File: config.mk
export PLATFORM = sky130hd
export DESIGN_NAME = motion_sleep_wake_detector_core
export DESIGN_NICKNAME = d
export VERILOG_FILES = /design/src/hw/rtl/msw_pkg.sv /design/src/hw/rtl/msw_cfg_regs.sv /design/src/hw/rtl/msw_decide.sv /design/src/hw/rtl/motion_sleep_wake_detector_core.sv
export SDC_FILE = /design/constraint.sdc
export NUM_CORES = 1
export LEC_CHECK = 0
export ABC_AREA = 1
export BUFFER_PORTS_ARGS = -buffer_cell sky130_fd_sc_hd__buf_4
export CORE_ASPECT_RATIO = 0.5
export CORE_MARGIN = 2
export CORE_UTILIZATION = 25
export CTS_CLUSTER_SIZE = 28
export DETAILED_ROUTE_END_ITERATION = 16
export PLACE_DENSITY = 0.41
export SKIP_LAST_GASP = 1
export SYNTH_ARGS = -nofsm -noshare
export SYNTH_HDL_FRONTEND = slang
export SYNTH_SLANG_ARGS = --single-unit
File: constraint.sdc
create_clock -name clk -period 6 [get_ports clk]
set_input_delay 1.2 -clock clk [delete_from_list [all_inputs] [get_ports clk]]
set_output_delay 1.2 -clock clk [all_outputs]
set_load 0.05 [all_outputs]
File: src/hw/rtl/msw_pkg.sv
// Shared definitions for the motion sleep/wake detector.
// Register indexes, reset values, field widths and the configuration bundle.
// No dependencies.
package msw_pkg;

    localparam int SAMPLE_BITS_DEF = 16;
    localparam int COUNT_BITS_DEF  = 16;

    localparam int REG_W      = 16;
    localparam int CFG_ADDR_W = 3;
    localparam int STILL_OUT_W = 16;
    localparam int OUT_FIELDS_W = 2 + STILL_OUT_W;
    localparam int OUT_W = ((OUT_FIELDS_W + 7) / 8) * 8;

    localparam logic [CFG_ADDR_W-1:0] REG_STILL_GYRO  = 3'd0;
    localparam logic [CFG_ADDR_W-1:0] REG_STILL_COUNT = 3'd1;
    localparam logic [CFG_ADDR_W-1:0] REG_TILT_ACCEL  = 3'd2;
    localparam logic [CFG_ADDR_W-1:0] REG_WAKE_GYRO   = 3'd3;
    localparam logic [CFG_ADDR_W-1:0] REG_WAKE_ACCEL  = 3'd4;

    localparam logic [REG_W-1:0] RST_STILL_GYRO  = 16'd30;
    localparam logic [REG_W-1:0] RST_STILL_COUNT = 16'd30;
    localparam logic [REG_W-1:0] RST_TILT_ACCEL  = 16'd75;
    localparam logic [REG_W-1:0] RST_WAKE_GYRO   = 16'd20;
    localparam logic [REG_W-1:0] RST_WAKE_ACCEL  = 16'd50;

    typedef struct packed {
        logic [REG_W-1:0] still_gyro_limit;
        logic [REG_W-1:0] still_count_limit;
        logic [REG_W-1:0] tilt_accel_limit;
        logic [REG_W-1:0] wake_gyro_limit;
        logic [REG_W-1:0] wake_accel_limit;
    } msw_cfg_t;

endpackage

File: src/hw/rtl/msw_cfg_regs.sv
// Configuration register file of the motion sleep/wake detector.
// Five 16-bit limits written through a plain write port; uses msw_pkg.
module msw_cfg_regs (
    input  logic                              clk,
    input  logic                              rst_n,
    input  logic                              cfg_we,
    input  logic [msw_pkg::CFG_ADDR_W-1:0]    cfg_addr,
    input  logic [msw_pkg::REG_W-1:0]         cfg_wdata,
    output msw_pkg::msw_cfg_t                 cfg
);

    msw_pkg::msw_cfg_t cfg_reg;
    msw_pkg::msw_cfg_t cfg_next;

    always_comb
    begin
        cfg_next = cfg_reg;
        if (cfg_we)
        begin
            unique case (cfg_addr)
                msw_pkg::REG_STILL_GYRO:  cfg_next.still_gyro_limit  = cfg_wdata;
                msw_pkg::REG_STILL_COUNT: cfg_next.still_count_limit = cfg_wdata;
                msw_pkg::REG_TILT_ACCEL:  cfg_next.tilt_accel_limit  = cfg_wdata;
                msw_pkg::REG_WAKE_GYRO:   cfg_next.wake_gyro_limit   = cfg_wdata;
                msw_pkg::REG_WAKE_ACCEL:  cfg_next.wake_accel_limit  = cfg_wdata;
                default:                  cfg_next = cfg_reg;
            endcase
        end
    end

    always_ff @(posedge clk or negedge rst_n)
    begin
        if (!rst_n)
        begin
            cfg_reg.still_gyro_limit  <= msw_pkg::RST_STILL_GYRO;
            cfg_reg.still_count_limit <= msw_pkg::RST_STILL_COUNT;
            cfg_reg.tilt_accel_limit  <= msw_pkg::RST_TILT_ACCEL;
            cfg_reg.wake_gyro_limit   <= msw_pkg::RST_WAKE_GYRO;
            cfg_reg.wake_accel_limit  <= msw_pkg::RST_WAKE_ACCEL;
        end
        else
        begin
            cfg_reg <= cfg_next;
        end
    end

    assign cfg = cfg_reg;

endmodule

File: src/hw/rtl/msw_decide.sv
// Per-sample decision logic: axis magnitudes, limit compares, next counter and flag.
// Purely combinational; uses msw_pkg for the configuration bundle.
module msw_decide #(
    parameter int SAMPLE_BITS = msw_pkg::SAMPLE_BITS_DEF,
    parameter int COUNT_BITS  = msw_pkg::COUNT_BITS_DEF
) (
    input  msw_pkg::msw_cfg_t         cfg,
    input  logic [SAMPLE_BITS-1:0]    gyro_x,
    input  logic [SAMPLE_BITS-1:0]    gyro_y,
    input  logic [SAMPLE_BITS-1:0]    gyro_z,
    input  logic [SAMPLE_BITS-1:0]    accel_x,
    input  logic [SAMPLE_BITS-1:0]    accel_y,
    input  logic                      asleep,
    input  logic [COUNT_BITS-1:0]     still_count,
    output logic                      blank_display,
    output logic                      asleep_next,
    output logic [COUNT_BITS-1:0]     still_count_next
);

    localparam int MAG_W   = SAMPLE_BITS + 1;
    localparam int CMP_W   = (MAG_W > msw_pkg::REG_W) ? MAG_W : msw_pkg::REG_W;
    localparam int CCMP_W  = (COUNT_BITS > msw_pkg::REG_W) ? COUNT_BITS : msw_pkg::REG_W;

    function automatic logic [CMP_W-1:0] mag(input logic [SAMPLE_BITS-1:0] v);
        logic [MAG_W-1:0] ext;
        logic [MAG_W-1:0] m;
        ext = {v[SAMPLE_BITS-1], v};
        m   = v[SAMPLE_BITS-1] ? (~ext + 1'b1) : ext;
        return CMP_W'(m);
    endfunction

    logic [CMP_W-1:0]      gx, gy, gz, ax, ay;
    logic [CMP_W-1:0]      still_lim, tilt_lim, wake_g_lim, wake_a_lim;
    logic [CCMP_W-1:0]     count_lim;
    logic                  still;
    logic [COUNT_BITS-1:0] count_inc;
    logic [COUNT_BITS-1:0] count_a;
    logic                  sleep_a;
    logic                  sleep_b;
    logic                  wake;

    always_comb
    begin
        gx = mag(gyro_x);
        gy = mag(gyro_y);
        gz = mag(gyro_z);
        ax = mag(accel_x);
        ay = mag(accel_y);

        still_lim  = CMP_W'(cfg.still_gyro_limit);
        tilt_lim   = CMP_W'(cfg.tilt_accel_limit);
        wake_g_lim = CMP_W'(cfg.wake_gyro_limit);
        wake_a_lim = CMP_W'(cfg.wake_accel_limit);
        count_lim  = CCMP_W'(cfg.still_count_limit);

        still = !asleep && (gx < still_lim) && (gy < still_lim) && (gz < still_lim);

        count_inc = (&still_count) ? still_count : still_count + 1'b1;
        count_a   = still ? count_inc : '0;

        sleep_a = asleep || (still && (CCMP_W'(count_a) > count_lim));
        sleep_b = sleep_a || (ax > tilt_lim) || (ay > tilt_lim);

        wake = sleep_b
            && ((gx > wake_g_lim) || (gy > wake_g_lim) || (gz > wake_g_lim))
            && (ax < wake_a_lim) && (ay < wake_a_lim);

        blank_display    = sleep_b;
        asleep_next      = sleep_b && !wake;
        still_count_next = wake ? '0 : count_a;
    end

endmodule

File: src/hw/rtl/motion_sleep_wake_detector_core.sv
// Top level of the motion sleep/wake detector: input register, decision, result register.
// Uses msw_pkg, msw_cfg_regs and msw_decide.
//
// Usage:
//   Motion samples enter on the s_axis channel, one sample per transfer; each
//   sample yields exactly one result transfer on the m_axis channel carrying
//   the display-blank flag, the asleep flag and the stillness counter.
//   Limits are written on the cfg port (cfg_we, cfg_addr, cfg_wdata) while the
//   block is idle; an unknown index is ignored.
// Timing:
//   A sample is captured in the input register on the accepting edge and its
//   result loads into the result register once that register is empty or
//   being read, and is then valid on m_axis. One sample per cycle is sustained
//   while m_axis_tready stays high; the stillness counter and asleep flag
//   update in the same cycle the result register loads.
// Reset:
//   rst_n clears the counter, the asleep flag (awake) and both valid flags,
//   and loads the default limits.
// Stall:
//   While m_axis_tready is low the result holds; the input register still
//   takes one more sample if it is empty, then s_axis_tready drops until the result moves.
module motion_sleep_wake_detector_core #(
    parameter int SAMPLE_BITS = msw_pkg::SAMPLE_BITS_DEF,
    parameter int COUNT_BITS  = msw_pkg::COUNT_BITS_DEF
) (
    input  logic                                 clk,
    input  logic                                 rst_n,
    input  logic                                 s_axis_tvalid,
    output logic                                 s_axis_tready,
    // gyro_x, gyro_y, gyro_z, accel_x, accel_y, zero pad
    input  logic [((5*SAMPLE_BITS+7)/8)*8-1:0]   s_axis_tdata,
    output logic                                 m_axis_tvalid,
    input  logic                                 m_axis_tready,
    // blank_display, sleeping, still_samples[15:0], zero pad
    output logic [msw_pkg::OUT_W-1:0]            m_axis_tdata,
    input  logic                                 cfg_we,
    input  logic [msw_pkg::CFG_ADDR_W-1:0]       cfg_addr,
    input  logic [msw_pkg::REG_W-1:0]            cfg_wdata
);

    localparam int SB     = SAMPLE_BITS;
    localparam int DATA_W = 5 * SAMPLE_BITS;
    localparam int CCMP_W = (COUNT_BITS > msw_pkg::STILL_OUT_W) ? COUNT_BITS
                                                                : msw_pkg::STILL_OUT_W;
    localparam int PAD_W  = msw_pkg::OUT_W - msw_pkg::OUT_FIELDS_W;

    msw_pkg::msw_cfg_t cfg;

    logic                   in_valid_reg;
    logic [DATA_W-1:0]      in_data_reg;
    logic                   out_valid_reg;
    logic                   blank_reg;
    logic                   sleeping_reg;
    logic [msw_pkg::STILL_OUT_W-1:0] still_out_reg;
    logic                   asleep_reg;
    logic [COUNT_BITS-1:0]  count_reg;

    logic                   advance;
    logic                   blank_next;
    logic                   asleep_next;
    logic [COUNT_BITS-1:0]  count_next;

    msw_cfg_regs u_cfg (
        .clk       (clk),
        .rst_n     (rst_n),
        .cfg_we    (cfg_we),
        .cfg_addr  (cfg_addr),
        .cfg_wdata (cfg_wdata),
        .cfg       (cfg)
    );

    msw_decide #(
        .SAMPLE_BITS (SAMPLE_BITS),
        .COUNT_BITS  (COUNT_BITS)
    ) u_decide (
        .cfg              (cfg),
        .gyro_x           (in_data_reg[0*SB +: SB]),
        .gyro_y           (in_data_reg[1*SB +: SB]),
        .gyro_z           (in_data_reg[2*SB +: SB]),
        .accel_x          (in_data_reg[3*SB +: SB]),
        .accel_y          (in_data_reg[4*SB +: SB]),
        .asleep           (asleep_reg),
        .still_count      (count_reg),
        .blank_display    (blank_next),
        .asleep_next      (asleep_next),
        .still_count_next (count_next)
    );

    assign advance       = in_valid_reg && (!out_valid_reg || m_axis_tready);
    assign s_axis_tready = !in_valid_reg || advance;

    // Input stage: hold the sample until it moves into the result register.
    always_ff @(posedge clk or negedge rst_n)
    begin
        if (!rst_n)
        begin
            in_valid_reg <= 1'b0;
        end
        else if (s_axis_tready)
        begin
            in_valid_reg <= s_axis_tvalid;
        end
    end

    always_ff @(posedge clk)
    begin
        if (s_axis_tready && s_axis_tvalid)
        begin
            in_data_reg <= s_axis_tdata[DATA_W-1:0];
        end
    end

    // Result stage and detector state advance together.
    always_ff @(posedge clk or negedge rst_n)
    begin
        if (!rst_n)
        begin
            out_valid_reg <= 1'b0;
            asleep_reg    <= 1'b0;
            count_reg     <= '0;
        end
        else
        begin
            if (advance)
            begin
                out_valid_reg <= 1'b1;
                asleep_reg    <= asleep_next;
                count_reg     <= count_next;
            end
            else if (m_axis_tready)
            begin
                out_valid_reg <= 1'b0;
            end
        end
    end

    always_ff @(posedge clk)
    begin
        if (advance)
        begin
            blank_reg     <= blank_next;
            sleeping_reg  <= asleep_next;
            still_out_reg <= msw_pkg::STILL_OUT_W'(CCMP_W'(count_next));
        end
    end

    assign m_axis_tvalid = out_valid_reg;
    assign m_axis_tdata  = {{PAD_W{1'b0}}, still_out_reg, sleeping_reg, blank_reg};

endmodule
==> results.yml <==
routing:
  first_iter_violations: 477
  drc: 0
  dr.pass1.iters: 5
  totalWireLength_um: 35700
  routedWlPerCell_um: 15.2
  routed_via_density: 4.27
  final_antenna_net_count: 0
  vias: 10000
yosys:
  async_flop_share: 0.503
  synth_cell_type_count: 46
  synth-edff-count: 98
  yosys.area.top_type: "edfxtp_1"
  synth.area.top_cells: "edfxtp_1 23%, ha_1 17%, dfrtp_1 16%"
  synth_top_area_share: 0.225
  synth_area_um2: 13100
  synth_most_common_cell: "nand2_1"
  ys_seq_area_frac: 0.417
  synthTopCellsByCount: "341 x nand2_1, 202 x inv_1, 177 x ha_1"
  syn_area_per_cell_um2: 8.59
  syn_inst: 1520
  ys_ff_latch: 197
  yosys_warnings: 0
  synthFlopType: "edfxtp_1"
die:
  start_util: 0.252
  row_count: 59
  die_w_um: 327
  fp.coreArea_um2: 51800
  io_pins: 130
  die_h_um: 166
  die-area_um2: 54200
placed_design:
  gp_congestion: 0.840
  postPlaceCellArea_um2: 14800
  io_buffers: 123
  hpwl_um: 28900
cells_and_area:
  fin_area_um2: 15400
  fin_nets: 1920
  drive_above_1_share: 0.133
  fin_util: 0.297
  syn_to_final_growth_pct: 17.7
  filler_cell_count: 5567
timing:
  setup_viol: 0
  finalClockSkew_ps: 10.9
  worst_hold_slack_ps: 488
  tns_ps: 0
  clock.fmax_mhz: 190
  fin_crit_sh: 0.876
  tightestPinTransition_ps: 1100
  layout_min_cycle_time_ps: 5260
  rsz0062_at_grt: "false"
  drv_slew: 0
  hold_viol: 0
  slew_headroom: 0.262
power:
  p_leak_nw: 7.23
  combPwrFrac: 0.326
  ir_drop_v: 0.000191
  p_int_mw: 2.76
  p_sw_mw: 1.62
  finalPower_mw: 4.37
  power_frac_seq: 0.398
  pwr-share-clk: 0.276
  powerDensity_nw_per_um2: 284
  p_sw_frac: 0.370
clocking:
  cts.clk_slew.worst_paths_ps: 80
  numCtsBuffers: 17
  worstSkewPairLatency_ps: 460
  htreeDepth: 4
  clock_path_buffers: 2
  post-cts-setup-buffers: 0
  cts_tree: "built"
  cts-root-buf: "clkbuf_16"
  clkSinkCount: 197
global_routing:
  grt.total_usage: 0.135
  overflow: 0
  grt_first_pass_wirelength_um: 56300
  grt_pass1_vias: 10200
  grt_max_degree: 59
  antenna_found_initial: 1
flow_run:
  drv_cap: 0
status:
  outcome: "complete, no violations"
critical_path:
  reg2reg_to: "still_out_reg[14]"
  path_class: "reg -> reg"
  r2r-start: "in_data_reg[32]"
  r2r_slack_ps: 740
  crit_start: "in_data_reg[32]"
  critPathRequiredTime_ps: 6220
  crit_arrival_ps: 5480
  crit_fanout: 34
  cp-start-kind: "flip-flop"
  slowest_delay_ps: 450
  cp_slowest_cell: "nor2_1"
  path_common_cell: "nand2_1"
  reg2reg_depth: 31
  endpoint: "still_out_reg[14]"
  end_kind: "flip-flop"
worst_hold_path:
  hp-class: "reg -> reg"
  whs_path_depth: 2
-- how the worst min path moves through the flow --
stage	start	to	slack, ps
floorplan	u_cfg.cfg[0]	u_cfg.cfg[0]	450
global placement	u_cfg.cfg[79]	u_cfg.cfg[79]	470
detailed placement	u_cfg.cfg[42]	u_cfg.cfg[42]	470
CTS	u_cfg.cfg[42]	u_cfg.cfg[42]	490
global route	u_cfg.cfg[8]	u_cfg.cfg[8]	510
finish	u_cfg.cfg[46]	u_cfg.cfg[46]	490
-- cells by family after synthesis --
group,share of synthesized area
compound gates,0.0921
simple gates,0.200
xor+xnor,0.0469
other cells,0.000287
buf+inv,0.0744
flops,0.417
fa+ha+maj,0.170
-- placed cells by master (no fill, tap or decap), types with 17 or more instances in the layout --
| master | instances |
|---|---|
| inv_1 | 201 |
| o21ai_0 | 109 |
| buf_4 | 128 |
| clkbuf_16 | 18 |
| ha_1 | 177 |
| edfxtp_1 | 98 |
| nor2_1 | 109 |
| dfstp_2 | 17 |
| nor3_1 | 32 |
| xor2_1 | 40 |
| xnor2_1 | 30 |
| a21oi_1 | 77 |
| dfrtp_1 | 82 |
| nand2_1 | 341 |
| nand3_1 | 55 |
-- metrics by stage --
step,setup slack (ps),std cells
floorplan,1620,1525
global placement,612,2321
detailed placement,529,2321
CTS,493,2353
global route,73.7,2353
finish,742,2354
-- worst max-delay path: cells and delay by family (launching register included) --
kind / cells / cell delay [ps]
simple gates: 17 / 2540
fa+ha+maj: 3 / 730
compound gates: 5 / 690
buf+inv: 5 / 440
flops: 1 / 400
xor+xnor: 1 / 190
-- power by group through the flow --
stage	clock network, mW	registers, mW	logic [mW]
final	1.21	1.74	1.43
after global routing	1.30	1.76	1.67
after CTS	1.25	1.74	1.45
after detailed placement	0	1.77	1.44
after global placement	0	1.77	1.44
after floorplan	0	1.77	0.973
-- cell type report --
type,count,area [um^2],share of cell area
Antenna cell,1,2.50,0.000163
Clock buffer,19,454,0.0295
Clock inverter,13,141,0.00919
Inverter,215,808,0.0526
Multi-Input combinational cell,1079,6670,0.434
Sequential cell,197,5440,0.354
Tap cell,701,877,0.0570
Timing Repair Buffer,129,981,0.0638
-- timing repair --
action,CTS,global route
resized for setup,0,2
endpoints found under the hold margin,0,0
hold buffers,0,0
endpoints found under the setup margin,0,34
-- layer usage --
metal  up-vias  share of wire  track usage
met1      4631           0.51        0.187
met5         -              0            0
met3        24          0.025       0.0208
met4         0          0.012       0.0333
met2       115           0.46        0.220
li1       5271              -            -
Note: power is estimated with default switching activity, not from simulation.
